--- src/rtl/gqhm_pkg.sv ---
// Shared types, widths and constants for the Gray-coded QAM Hermitian mapper.
// No dependencies; every other rtl file imports this package.
package gqhm_pkg;

   localparam int BITS_PER_SYMBOL_DEF = 4;
   localparam int FFT_SIZE_DEF        = 64;

   localparam int SYM_W      = 8;
   localparam int BIN_W      = 6;
   localparam int VAL_W      = 21;
   localparam int GAIN_W     = 16;
   localparam int LEVEL_W    = 5;
   localparam int GRAY_W     = 4;
   localparam int CSR_ADDR_W = 3;
   localparam int CSR_DATA_W = 32;
   localparam int REQ_USER_W = 2;
   localparam int RSP_DATA_W = 48;

   localparam logic [GAIN_W-1:0] DATA_GAIN_RST = 16'd8192;
   localparam logic [GAIN_W-1:0] SYNC_GAIN_RST = 16'd11585;

   typedef enum logic [0:0] {
      REG_DATA_GAIN = 1'b0,
      REG_SYNC_GAIN = 1'b1
   } reg_index_type;

   typedef struct packed {
      logic signed [VAL_W-1:0] re;
      logic signed [VAL_W-1:0] im_prod;
      logic                    sync;
      logic                    start;
   } value_type;

   function automatic logic [GRAY_W-1:0] gray_lookup(input logic [GRAY_W-1:0] idx);
      logic [GRAY_W-1:0] g;
      case (idx)
         4'd0:    g = 4'd0;
         4'd1:    g = 4'd1;
         4'd2:    g = 4'd3;
         4'd3:    g = 4'd2;
         4'd4:    g = 4'd6;
         4'd5:    g = 4'd7;
         4'd6:    g = 4'd5;
         4'd7:    g = 4'd4;
         4'd8:    g = 4'd12;
         4'd9:    g = 4'd13;
         4'd10:   g = 4'd15;
         4'd11:   g = 4'd14;
         4'd12:   g = 4'd10;
         4'd13:   g = 4'd11;
         4'd14:   g = 4'd9;
         default: g = 4'd8;
      endcase
      return g;
   endfunction

endpackage

--- src/rtl/gqhm_csr.sv ---
// Gain registers behind the APB-style configuration port.
// Depends on gqhm_pkg.
module gqhm_csr (
   input  logic                              clock,
   input  logic                              reset,
   input  logic                              csr_psel,
   input  logic                              csr_penable,
   input  logic                              csr_pwrite,
   input  logic [gqhm_pkg::CSR_ADDR_W-1:0]   csr_paddr,
   input  logic [gqhm_pkg::CSR_DATA_W-1:0]   csr_pwdata,
   output logic [gqhm_pkg::CSR_DATA_W-1:0]   csr_prdata,
   output logic                              csr_pready,
   output logic [gqhm_pkg::GAIN_W-1:0]       data_gain,
   output logic [gqhm_pkg::GAIN_W-1:0]       sync_gain
);
   import gqhm_pkg::*;

   logic [GAIN_W-1:0] data_gain_ff, data_gain_in;
   logic [GAIN_W-1:0] sync_gain_ff, sync_gain_in;
   reg_index_type     reg_sel;
   logic              wr_en;

   assign reg_sel    = reg_index_type'(csr_paddr[2]);
   assign wr_en      = csr_psel & csr_penable & csr_pwrite;
   assign csr_pready = 1'b1;

   always_comb begin
      data_gain_in = data_gain_ff;
      sync_gain_in = sync_gain_ff;
      csr_prdata   = '0;
      unique case (reg_sel)
         REG_DATA_GAIN: begin
            csr_prdata = CSR_DATA_W'(data_gain_ff);
            if (wr_en) data_gain_in = csr_pwdata[GAIN_W-1:0];
         end
         REG_SYNC_GAIN: begin
            csr_prdata = CSR_DATA_W'(sync_gain_ff);
            if (wr_en) sync_gain_in = csr_pwdata[GAIN_W-1:0];
         end
         default: csr_prdata = '0;
      endcase
   end

   always_ff @(posedge clock) begin
      if (reset) begin
         data_gain_ff <= DATA_GAIN_RST;
         sync_gain_ff <= SYNC_GAIN_RST;
      end else begin
         data_gain_ff <= data_gain_in;
         sync_gain_ff <= sync_gain_in;
      end
   end

   assign data_gain = data_gain_ff;
   assign sync_gain = sync_gain_ff;

endmodule

--- src/rtl/gqhm_level.sv ---
// Input register, Gray level mapping and gain multiply into the value register.
// Depends on gqhm_pkg.
module gqhm_level #(
   parameter int BITS_PER_SYMBOL = gqhm_pkg::BITS_PER_SYMBOL_DEF
) (
   input  logic                              clock,
   input  logic                              reset,
   input  logic                              req_tvalid,
   output logic                              req_tready,
   input  logic [gqhm_pkg::SYM_W-1:0]        req_tdata,
   input  logic [gqhm_pkg::REQ_USER_W-1:0]   req_tuser,
   input  logic [gqhm_pkg::GAIN_W-1:0]       data_gain,
   input  logic [gqhm_pkg::GAIN_W-1:0]       sync_gain,
   output logic                              val_valid,
   output gqhm_pkg::value_type               val_item,
   input  logic                              val_done
);
   import gqhm_pkg::*;

   localparam int HALF_BITS = BITS_PER_SYMBOL / 2;
   localparam int I_SHIFT   = BITS_PER_SYMBOL - HALF_BITS;
   localparam logic [GRAY_W-1:0] HALF_MASK = GRAY_W'((1 << HALF_BITS) - 1);
   localparam logic signed [LEVEL_W:0] LEVEL_OFFSET = (LEVEL_W+1)'((1 << HALF_BITS) - 1);

   logic              a_valid_ff, a_valid_in;
   logic [SYM_W-1:0]  a_bits_ff;
   logic              a_sync_ff, a_start_ff;
   logic              b_valid_ff, b_valid_in;
   value_type         b_ff, b_in;
   logic              a_load, b_load;

   logic [SYM_W-1:0]           i_shift;
   logic [GRAY_W-1:0]          i_idx, q_idx;
   logic signed [LEVEL_W:0]    i_wide, q_wide;
   logic signed [LEVEL_W-1:0]  i_level, q_level;
   logic [GAIN_W-1:0]          gain;
   logic signed [LEVEL_W+GAIN_W:0] i_prod, q_prod;

   assign b_load     = a_valid_ff & (~b_valid_ff | val_done);
   assign req_tready = ~a_valid_ff | b_load;
   assign a_load     = req_tvalid & req_tready;
   assign a_valid_in = a_load | (a_valid_ff & ~b_load);
   assign b_valid_in = b_load | (b_valid_ff & ~val_done);

   always_comb begin
      i_shift = a_bits_ff >> I_SHIFT;
      i_idx   = i_shift[GRAY_W-1:0] & HALF_MASK;
      q_idx   = a_bits_ff[GRAY_W-1:0] & HALF_MASK;
      i_wide  = $signed({1'b0, gray_lookup(i_idx), 1'b0}) - LEVEL_OFFSET;
      q_wide  = $signed({1'b0, gray_lookup(q_idx), 1'b0}) - LEVEL_OFFSET;
      i_level = i_wide[LEVEL_W-1:0];
      q_level = q_wide[LEVEL_W-1:0];
      gain    = a_sync_ff ? sync_gain : data_gain;
      i_prod  = i_level * $signed({1'b0, gain});
      q_prod  = q_level * $signed({1'b0, gain});
      b_in.re      = i_prod[VAL_W-1:0];
      b_in.im_prod = q_prod[VAL_W-1:0];
      b_in.sync    = a_sync_ff;
      b_in.start   = a_start_ff;
   end

   always_ff @(posedge clock) begin
      if (reset) begin
         a_valid_ff <= 1'b0;
         b_valid_ff <= 1'b0;
      end else begin
         a_valid_ff <= a_valid_in;
         b_valid_ff <= b_valid_in;
      end
   end

   always_ff @(posedge clock) begin
      if (a_load) begin
         a_bits_ff  <= req_tdata;
         a_sync_ff  <= req_tuser[0];
         a_start_ff <= req_tuser[1];
      end
      if (b_load) begin
         b_ff <= b_in;
      end
   end

   assign val_valid = b_valid_ff;
   assign val_item  = b_ff;

endmodule

--- src/rtl/gqhm_writer.sv ---
// Subcarrier write sequencer: head/tail bin pointers and the result register.
// Depends on gqhm_pkg.
module gqhm_writer #(
   parameter int FFT_SIZE = gqhm_pkg::FFT_SIZE_DEF
) (
   input  logic                              clock,
   input  logic                              reset,
   input  logic                              val_valid,
   input  gqhm_pkg::value_type               val_item,
   output logic                              val_done,
   output logic                              rsp_tvalid,
   input  logic                              rsp_tready,
   output logic [gqhm_pkg::RSP_DATA_W-1:0]   rsp_tdata,
   output logic                              rsp_tlast
);
   import gqhm_pkg::*;

   localparam int PTR_W = $clog2(FFT_SIZE);
   localparam logic [PTR_W-1:0] PTR_LAST  = PTR_W'(FFT_SIZE - 1);
   localparam logic [PTR_W-1:0] PTR_FIRST = PTR_W'(1);

   typedef enum logic [3:0] {
      ST_FIRST  = 4'b0001,
      ST_SECOND = 4'b0010,
      ST_THIRD  = 4'b0100,
      ST_FOURTH = 4'b1000
   } step_type;

   function automatic logic [PTR_W-1:0] ptr_inc(input logic [PTR_W-1:0] p);
      return (p == PTR_LAST) ? '0 : p + PTR_W'(1);
   endfunction

   function automatic logic [PTR_W-1:0] ptr_dec(input logic [PTR_W-1:0] p);
      return (p == '0) ? PTR_LAST : p - PTR_W'(1);
   endfunction

   step_type          state_ff, state_in;
   logic [PTR_W-1:0]  head_ff, head_in, tail_ff, tail_in;
   logic [PTR_W-1:0]  head_cur, tail_cur, bin_ptr;
   logic [PTR_W+BIN_W-1:0] bin_ext;
   logic signed [VAL_W-1:0] re_sel, im_sel;
   logic              last_sel;
   logic              load;

   logic              rsp_valid_ff, rsp_valid_in;
   logic [BIN_W-1:0]  rsp_bin_ff;
   logic signed [VAL_W-1:0] rsp_re_ff, rsp_im_ff;
   logic              rsp_last_ff;

   assign load = val_valid & (~rsp_valid_ff | rsp_tready);

   always_comb begin
      head_cur = (val_item.start && state_ff == ST_FIRST) ? PTR_FIRST : head_ff;
      tail_cur = (val_item.start && state_ff == ST_FIRST) ? PTR_LAST  : tail_ff;
      head_in  = head_cur;
      tail_in  = tail_cur;
      bin_ptr  = head_cur;
      re_sel   = '0;
      im_sel   = '0;
      last_sel = 1'b0;
      state_in = ST_FIRST;
      unique case (state_ff)
         ST_FIRST: begin
            re_sel   = val_item.re;
            im_sel   = -val_item.im_prod;
            head_in  = ptr_inc(head_cur);
            state_in = ST_SECOND;
         end
         ST_SECOND: begin
            if (val_item.sync) begin
               head_in  = ptr_inc(head_ff);
               state_in = ST_THIRD;
            end else begin
               bin_ptr  = tail_ff;
               re_sel   = val_item.re;
               im_sel   = val_item.im_prod;
               last_sel = 1'b1;
               tail_in  = ptr_dec(tail_ff);
            end
         end
         ST_THIRD: begin
            bin_ptr  = tail_ff;
            re_sel   = val_item.re;
            im_sel   = val_item.im_prod;
            tail_in  = ptr_dec(tail_ff);
            state_in = ST_FOURTH;
         end
         ST_FOURTH: begin
            bin_ptr  = tail_ff;
            last_sel = 1'b1;
            tail_in  = ptr_dec(tail_ff);
         end
         default: state_in = ST_FIRST;
      endcase
      bin_ext = (PTR_W+BIN_W)'(bin_ptr);
   end

   assign val_done     = load & last_sel;
   assign rsp_valid_in = load | (rsp_valid_ff & ~rsp_tready);

   always_ff @(posedge clock) begin
      if (reset) begin
         state_ff     <= ST_FIRST;
         head_ff      <= PTR_FIRST;
         tail_ff      <= PTR_LAST;
         rsp_valid_ff <= 1'b0;
      end else begin
         rsp_valid_ff <= rsp_valid_in;
         if (load) begin
            state_ff <= state_in;
            head_ff  <= head_in;
            tail_ff  <= tail_in;
         end
      end
   end

   always_ff @(posedge clock) begin
      if (load) begin
         rsp_bin_ff  <= bin_ext[BIN_W-1:0];
         rsp_re_ff   <= re_sel;
         rsp_im_ff   <= im_sel;
         rsp_last_ff <= last_sel;
      end
   end

   assign rsp_tvalid = rsp_valid_ff;
   assign rsp_tdata  = {rsp_im_ff, rsp_re_ff, rsp_bin_ff};
   assign rsp_tlast  = rsp_last_ff;

`ifndef SYNTHESIS
   a_sync_steps: assert property (@(posedge clock) disable iff (reset)
      (state_ff == ST_THIRD || state_ff == ST_FOURTH) |-> (val_valid && val_item.sync))
      else $error("third or fourth write without a held sync item");

   a_restart: assert property (@(posedge clock) disable iff (reset)
      (load && last_sel) |=> (state_ff == ST_FIRST))
      else $error("sequencer did not return to first write after last");

   a_ptr_range: assert property (@(posedge clock) disable iff (reset)
      (head_ff <= PTR_LAST) && (tail_ff <= PTR_LAST))
      else $error("bin pointer beyond FFT size");

   a_done_once: assert property (@(posedge clock) disable iff (reset)
      val_done |-> (state_ff == ST_FOURTH || (state_ff == ST_SECOND && !val_item.sync)))
      else $error("item released on a non-final write");
`endif

endmodule

--- src/rtl/gray_qam_hermitian_mapper_unit.sv ---
// Top level of the Gray-coded QAM mapper with Hermitian subcarrier writes.
// Depends on gqhm_pkg, gqhm_csr, gqhm_level and gqhm_writer.
//
//   port group  direction  tdata / tuser                          tlast
//   req_        in         symbol_bits[7:0] / sync_mode, start    -
//   rsp_        out        bin[5:0], real[26:6], imag[47:27]      last_write
//   csr_        in         APB, data_gain @0x0, sync_gain @0x4    -
//
// One result leaves per cycle from the result register while rsp_tready is high;
// a data item gives two results, a sync item four, set by the write sequencer.
// Each item passes through the input and value registers before its first result is registered.
// Synchronous reset restores the gains, head bin 1 and tail bin FFT_SIZE-1.
// While a result waits on rsp_tready the input and value registers fill, then
// req_tready drops until the result moves on.
module gray_qam_hermitian_mapper_unit #(
   parameter int BITS_PER_SYMBOL = gqhm_pkg::BITS_PER_SYMBOL_DEF,
   parameter int FFT_SIZE        = gqhm_pkg::FFT_SIZE_DEF
) (
   input  logic                              clock,
   input  logic                              reset,
   input  logic                              req_tvalid,
   output logic                              req_tready,
   input  logic [gqhm_pkg::SYM_W-1:0]        req_tdata,  // symbol_bits
   input  logic [gqhm_pkg::REQ_USER_W-1:0]   req_tuser,  // sync_mode, start_symbol
   output logic                              rsp_tvalid,
   input  logic                              rsp_tready,
   output logic [gqhm_pkg::RSP_DATA_W-1:0]   rsp_tdata,  // bin_index, real_part, imag_part
   output logic                              rsp_tlast,
   input  logic                              csr_psel,
   input  logic                              csr_penable,
   input  logic                              csr_pwrite,
   input  logic [gqhm_pkg::CSR_ADDR_W-1:0]   csr_paddr,
   input  logic [gqhm_pkg::CSR_DATA_W-1:0]   csr_pwdata,
   output logic [gqhm_pkg::CSR_DATA_W-1:0]   csr_prdata,
   output logic                              csr_pready
);
   import gqhm_pkg::*;

   logic [GAIN_W-1:0] data_gain, sync_gain;
   logic              val_valid, val_done;
   value_type         val_item;

   gqhm_csr u_csr (
      .clock       (clock),
      .reset       (reset),
      .csr_psel    (csr_psel),
      .csr_penable (csr_penable),
      .csr_pwrite  (csr_pwrite),
      .csr_paddr   (csr_paddr),
      .csr_pwdata  (csr_pwdata),
      .csr_prdata  (csr_prdata),
      .csr_pready  (csr_pready),
      .data_gain   (data_gain),
      .sync_gain   (sync_gain)
   );

   gqhm_level #(
      .BITS_PER_SYMBOL (BITS_PER_SYMBOL)
   ) u_level (
      .clock      (clock),
      .reset      (reset),
      .req_tvalid (req_tvalid),
      .req_tready (req_tready),
      .req_tdata  (req_tdata),
      .req_tuser  (req_tuser),
      .data_gain  (data_gain),
      .sync_gain  (sync_gain),
      .val_valid  (val_valid),
      .val_item   (val_item),
      .val_done   (val_done)
   );

   gqhm_writer #(
      .FFT_SIZE (FFT_SIZE)
   ) u_writer (
      .clock      (clock),
      .reset      (reset),
      .val_valid  (val_valid),
      .val_item   (val_item),
      .val_done   (val_done),
      .rsp_tvalid (rsp_tvalid),
      .rsp_tready (rsp_tready),
      .rsp_tdata  (rsp_tdata),
      .rsp_tlast  (rsp_tlast)
   );

endmodule

--- config.mk ---
export PLATFORM = sky130hd
export DESIGN_NAME = gray_qam_hermitian_mapper_unit
export DESIGN_NICKNAME = d
export VERILOG_FILES = /design/src/rtl/gqhm_pkg.sv /design/src/rtl/gqhm_csr.sv /design/src/rtl/gqhm_level.sv /design/src/rtl/gqhm_writer.sv /design/src/rtl/gray_qam_hermitian_mapper_unit.sv
export SDC_FILE = /design/constraint.sdc
export NUM_CORES = 1
export LEC_CHECK = 0
export BUFFER_PORTS_ARGS = -buffer_cell sky130_fd_sc_hd__buf_2
export CORE_MARGIN = 8
export CORE_UTILIZATION = 40
export CTS_CLUSTER_SIZE = 16
export DETAILED_ROUTE_END_ITERATION = 10
export GPL_ROUTABILITY_DRIVEN = 1
export GPL_TIMING_DRIVEN = 0
export RECOVER_POWER = 50
export SETUP_SLACK_MARGIN = 0.1
export SLEW_MARGIN = 5
export SYNTH_ARGS = -nofsm -noshare
export SYNTH_HDL_FRONTEND = slang
export SYNTH_HIERARCHICAL = 1
export SYNTH_SLANG_ARGS = --single-unit
export TNS_END_PERCENT = 1
--- constraint.sdc ---
create_clock -name clock -period 9.25 [get_ports clock]
set_input_delay 1.85 -clock clock [delete_from_list [all_inputs] [get_ports clock]]
set_output_delay 1.85 -clock clock [all_outputs]
set_load 0.05 [all_outputs]
==> out/metrics.cfg, run 1 <==
[floorplanning]
die_x_um = 191.0
die_area_um2 = 36480
num_io_pins = 136
dieHeight_um = 191.0
start_util_pct = 40.36
coreArea_um2 = 30350
num_rows = 64

[synthesis]
synth_warnings = 6
postSynth.asyncResetShare_pct = 0
synth_cells = 1252
ys_seq_area_share_pct = 33.02
synth_area_leaders = edfxtp_1 (24%), fa_1 (12%), ha_1 (10%)
syn_avg_cell_area_um2 = 9.783
synth-edff-count = 98
netlist.area_leader.share_pct = 24.03
ys_ff_latch = 153
synth-main-ff-cell = edfxtp_1
netlist_area_um2 = 12250
synth_cell_types = 86
yosysTopAreaCell = edfxtp_1

[clocking]
cts_root_buffer = clkbuf_16
cts_hold_buf = 0
postCtsResizedCells = 0
cts_buffer_depth = 2
htree_levels = 4
cts.sinks = 153
cts_buffers = 17
cts_tree = yes
post_cts_buffers = 0
clk_latency_ns = 0.45
clk_pin_slew_ns = 0.07

[timing]
rsz0062_at_grt = false
setup_tns_ns = 0
hold_slack_ns = 0.4766
max_clock_freq_ghz = 0.1589
tightest_slew_ns = 3.196
relSlewSlack_pct = -113.0
min_period_over_period_pct = 68.05
setup_ws_ns = 2.956
setup_violations = 0
fin_crit_ns = 6.294
skew_ns = 0.01491
hold_viol = 0
slew_viol_final = 59

[drt]
vias = 9087
wl_per_cell_um = 15.03
drc = 0
initialDrtViolationCount = 364
ant_nets = 0
wl_mm = 26.94
viasPerCell = 5.071
drt_first_pass_iters = 6

[global_route]
antenna_found_initial = 0
grt_max_degree = 59
gr-total-overflow = 0
grtUsageTotal_pct = 14.96
grt_pass1_vias = 9048
grt_pass1_wl_mm = 44.05

[setup_path]
worstPathMaxFanout = 10
crit_type = reg -> reg
start_kind = flop
required_ns = 9.40
crit_start = u_level/a_sync_ff
r2r-start = u_level/a_sync_ff
arrival_ns = 6.45
cp-end-kind = flop

[finish]
antennaDiodeCount = 0
finish.net_count = 1607
fillers = 2890
seq_area_um2 = 4044
multi_input_area_um2 = 7187
drive_above_1_share_pct = 11.25
syn_to_final_growth_pct = 12.51

[place]
place_congestion = 0.8560
dp_hpwl_mm = 20.99
io_buffers = 96
place_ws_ns = 3.187

[run_status]
failed_checks = capacitance limit, slew limit
status = finished, violations left

[worst_hold_path]
hold_start = u_level/val_valid
hp-class = reg -> reg

[power]
ir_drop_uv = 131.0
powerDensity_nw_per_um2 = 177.0
power.total_mw = 2.439
p_leak_nw = 6.139

[flow_run]
maxCapViolations = 1

[synth_stat cells (all sizes together) (6+ instances only)]
| cell | n |
|---|---|
| inv | 177 |
| nor2 | 107 |
| edfxtp | 98 |
| ha | 98 |
| fa | 74 |
| nand2b | 56 |
| dfxtp | 55 |
| o21ai | 53 |
| and2 | 49 |
| mux2i | 49 |
| nand2 | 49 |
| a21oi | 44 |
| buf | 35 |
| xnor2 | 34 |
| clkbuf | 29 |
| mux2 | 22 |
| nor2b | 20 |
| nor3 | 18 |
| a21o | 17 |
| xor2 | 14 |
| nand3 | 12 |
| nor4 | 12 |
| o21bai | 11 |
| o31ai | 10 |
| a31oi | 8 |
| o211ai | 8 |
| or3 | 7 |
| a21boi | 6 |
| nand4 | 6 |
| or2 | 6 |
[registers in the layout, summed over array words and instances, names as in the netlist, 4 cells and up, named ones only]
| name | count |
|---|---|
| u_writer/state_ff | 4 |
| u_writer/rsp_re_ff | 21 |
| u_level/val_item | 43 |
| u_csr/sync_gain | 16 |
| u_csr/data_gain | 16 |
| u_writer/tail_ff | 6 |
| u_writer/head_ff | 6 |
| u_writer/rsp_im_ff | 21 |
| u_level/a_bits_ff | 4 |
| u_writer/rsp_bin_ff | 6 |
[per-stage QoR]
stage	instances	util (%)	instance area (um2)
2_1_floorplan	1267	-	12300
3_3_place_gp	1759	43.76	13280
3_5_place_dp	1760	43.89	13320
4_1_cts	1792	45.77	13890
5_1_grt	1792	45.41	13780
6_report	1792	45.41	13780
[final timing paths]
kind	end	slack, ns	cells after the start
max reg2reg	u_level/val_item[40]	2.96	17
min	u_writer/rsp_tvalid	0.48	2
max	u_level/val_item[40]	2.96	17
min reg2reg	u_writer/rsp_tvalid	0.48	2
[power breakdown]
part	switching [mW]	leakage (nW)	internal, mW	total (mW)
Clock	0.331	0.282	0.360	0.691
Sequential	0.0339	1.37	0.827	0.861
Combinational	0.547	4.49	0.341	0.887
Total	0.911	6.14	1.53	2.44
[critical path, cell delays in order, from the launching register on]
cell and delay [ns]:
edfxtp_1 0.45, clkbuf_1 0.43, clkbuf_1 0.64, mux2i_1 0.93
nor2b_1 0.24, ha_1 0.26, xor2_1 0.19, fa_1 0.54
inv_1 0.05, fa_1 0.53, inv_1 0.04, ha_1 0.37
o211ai_1 0.12, a21oi_1 0.24, o2111ai_1 0.19, a31oi_1 0.35
mux2i_1 0.22, o311ai_1 0.19
[per-layer routing]
| metal | share of wire, % | track usage [%] | up-vias | routed length [um] |
|---|---|---|---|---|
| met5 | 0 | 0 | - | 0 |
| met1 | 47 | 19.21 | 4440 | 12680 |
| met4 | 1.2 | 3.848 | 0 | 323 |
| met3 | 4.3 | 2.992 | 21 | 1157 |
| li1 | - | - | 4457 | - |
| met2 | 47 | 25.34 | 169 | 12780 |
[cell families after synthesis]
logic type / count (synthesis) / share of synthesized area (%)
xor gates and xnor gates: 48 / 3.432
other: 2 / 0.06132
AOI/OAI and AO/OA: 198 / 10.77
buffers and inverters: 241 / 8.591
adders and majority gates: 172 / 22.11
DFF: 153 / 33.02
muxes: 71 / 6.027
and+or+nand+nor: 367 / 16.00
[cell usage in the layout, fill, tap and decap left out, drive strengths merged, types with 4 or more instances in the layout]
cell / netlist / layout
nor4: 12 / 12
conb: 2 / 17
nor3b: 4 / 4
o22ai: 4 / 4
nand3b: 5 / 5
a21o: 17 / 17
o21bai: 11 / 11
and3: 5 / 5
a31oi: 8 / 8
xnor2: 34 / 34
nand2: 49 / 49
a21boi: 6 / 6
nand4: 6 / 6
a21oi: 44 / 44
and2: 49 / 49
nor2b: 20 / 20
mux2: 22 / 22
nor3: 18 / 18
o211ai: 8 / 8
xor2: 14 / 14
dfxtp: 55 / 55
inv: 177 / 189
fa: 74 / 74
o21ai: 53 / 53
nand2b: 56 / 56
or3: 7 / 7
a211oi: 5 / 5
a22o: 4 / 4
buf: 35 / 71
o31ai: 10 / 10
ha: 98 / 98
clkbuf: 29 / 107
mux2i: 49 / 49
nor2: 107 / 107
edfxtp: 98 / 98
or2: 6 / 6
nand3: 12 / 12
[cell type report]
type	count	share of cell area [%]
Multi-Input combinational cell	873	52.15
Tap cell	396	3.595
Sequential cell	153	29.34
Clock buffer	17	3.087
Timing Repair Buffer	97	3.187
Inverter	177	4.821
Buffer	64	2.742
Clock inverter	15	1.071
Note: power is estimated with default switching activity, not from simulation.
==> run 2, diff against run 1 <==
==> constraint.sdc (replaced) <==
create_clock -name clock -period 5.84 [get_ports clock]
set_input_delay 1.168 -clock clock [delete_from_list [all_inputs] [get_ports clock]]
set_output_delay 1.168 -clock clock [all_outputs]
set_load 0.05 [all_outputs]
==> run 2 against run 1 <==
The run still ends with capacitance limit, slew limit left. Die area unchanged. Worst setup slack got worse by 2.6 ns. Sequential share of layout area fell by 0.15 points. Critical path type unchanged. Register-to-register slack got worse by 2.6 ns. Worst hold slack about the same. Flip-flop and latch count unchanged. Non-clock buffer count is the same. Largest power group unchanged. First-iteration DRC count rose by 5.2%. Clock skew about the same. Critical path depth unchanged. Core utilization up 0.24 points. Clock power rose by 59%.
==> out/metrics.cfg, run 2 (synthesis results as in run 1) <==
[finish]
fillers = 2878
stdcell_count = 1792
final_cell_mix = inv_1 (167), nor2_1 (107), ha_1 (98), edfxtp_1 (98), clkbuf_1 (86)
final_util_pct = 45.64
antennaDiodeCount = 0
syn_to_final_growth_pct = 13.10
finish.net_count = 1607
largest_register_ff_count = 43
drive_above_1_share_pct = 12.11
final_common_cell = inv_1

[global_route]
antenna_found_initial = 0
grt_pass1_vias = 9056
grt_pass1_wl_mm = 44.08
grtUsageTotal_pct = 14.97
gr-total-overflow = 0
grt_max_degree = 59

[clocking]
clk_pin_slew_ns = 0.07
cts_root_buffer = clkbuf_16
cts_buffer_depth = 2
cts_buffers = 17
cts.sinks = 153
post_cts_buffers = 0
htree_levels = 4
cts_tree = yes
clk_latency_ns = 0.45

[timing]
hold_viol = 0
skew_ns = 0.01491
max_clock_freq_ghz = 0.1821
slew_viol_final = 59
setup_violations = 0
setup_tns_ns = 0
tightest_slew_ns = 3.212
rsz0062_at_grt = true
min_period_over_period_pct = 94.03
relSlewSlack_pct = -114.1
fin_crit_ns = 5.491
setup_ws_ns = 0.3488

[drt]
viasPerCell = 5.068
drc = 0
ant_nets = 0
wl_per_cell_um = 15.06
wl_mm = 26.99
vias = 9082
initialDrtViolationCount = 383
drt_first_pass_iters = 4

[floorplanning]
start_util_pct = 40.36
num_rows = 64
coreArea_um2 = 30350
die_x_um = 191.0
num_io_pins = 136
die_area_um2 = 36480
dieHeight_um = 191.0

[power]
p_leak_nw = 6.147
power.total_mw = 3.871
ir_drop_uv = 208.9
powerDensity_nw_per_um2 = 279.5

[setup_path]
crit_start = u_level/a_sync_ff
r2r-start = u_level/a_sync_ff
crit_type = reg -> reg
arrival_ns = 5.65
cp-end-kind = flop
start_kind = flop
worstPathMaxFanout = 10
required_ns = 5.99

[place]
dp_hpwl_mm = 20.99
io_buffers = 96
place_ws_ns = -0.2226
place_congestion = 0.8560
place_inst = 1760

[worst_hold_path]
hold_start = u_level/val_valid
hp-class = reg -> reg

[run_status]
failed_checks = capacitance limit, slew limit
status = finished, violations left

[flow_run]
maxCapViolations = 1

## run 2: changes by cell type in the layout (fill, tap and decap cells not counted), moves of 2 or more
cell      previous run  this run
mux2i_4              0         2
clkbuf_1            89        86
mux2i_2              0         5
clkbuf_2             0         2
mux2i_1             49        42
## run 2: layout make-up
cell class	count	area, um2	area share (%)
clock inverter	15	147.6	1.066
buffer	64	384.1	2.773
sequential	153	4044	29.19
tap	396	495.5	3.577
inverter	177	664.4	4.796
timing repair buffer	97	439.2	3.170
multi-input combinational	873	7252	52.35
clock buffer	17	425.4	3.071
## run 2: path summary, 6_finish.rpt
path | endpoint | slack (ns) | cells past startpoint
setup / recovery | u_level/val_item[40] | 0.35 | 17
hold / removal | u_writer/rsp_tvalid | 0.48 | 2
setup reg to reg | u_level/val_item[40] | 0.35 | 17
hold reg to reg | u_writer/rsp_tvalid | 0.48 | 2
## run 2: through the flow
stage	cell area, um2	hold WS (ns)
4_1_cts	13900	0.4775
6_report	13850	0.4766
2_1_floorplan	12300	0.4003
3_3_place_gp	13280	0.4573
5_1_grt	13850	0.4959
3_5_place_dp	13320	0.4390
## run 2: routing by layer
layer  vias up  part of all wire [%]  GRT usage [%]
met1      4429                    47          19.21
met2       168                    48          25.38
met5         -                     0              0
met4         0                   1.2          3.848
met3        23                   4.3          2.992
li1       4462                     -              -
## run 2: report_power, final
| group | switching (mW) | internal, mW |
|---|---|---|
| Sequential | 0.0552 | 1.31 |
| Clock | 0.525 | 0.571 |
| Combinational | 0.867 | 0.543 |
## run 2: what timing repair did
item | 4_1_cts | 5_1_grt
hold buffers | 0 | 0
setup endpoints to repair | 11 | 9
gates resized for setup | 3 | 11
## run 2: worst max-delay path, stage by stage (launching register included)
cell,delay (ns)
edfxtp_1,0.47
clkbuf_2,0.32
buf_4,0.31
mux2i_1,0.35
inv_2,0.15
nor2_1,0.16
fa_1,0.46
fa_1,0.54
inv_1,0.05
fa_1,0.55
inv_1,0.05
ha_1,0.26
clkbuf_1,0.25
and4_1,0.34
o2111ai_1,0.20
a31oi_1,0.35
mux2i_1,0.22
o311ai_1,0.19
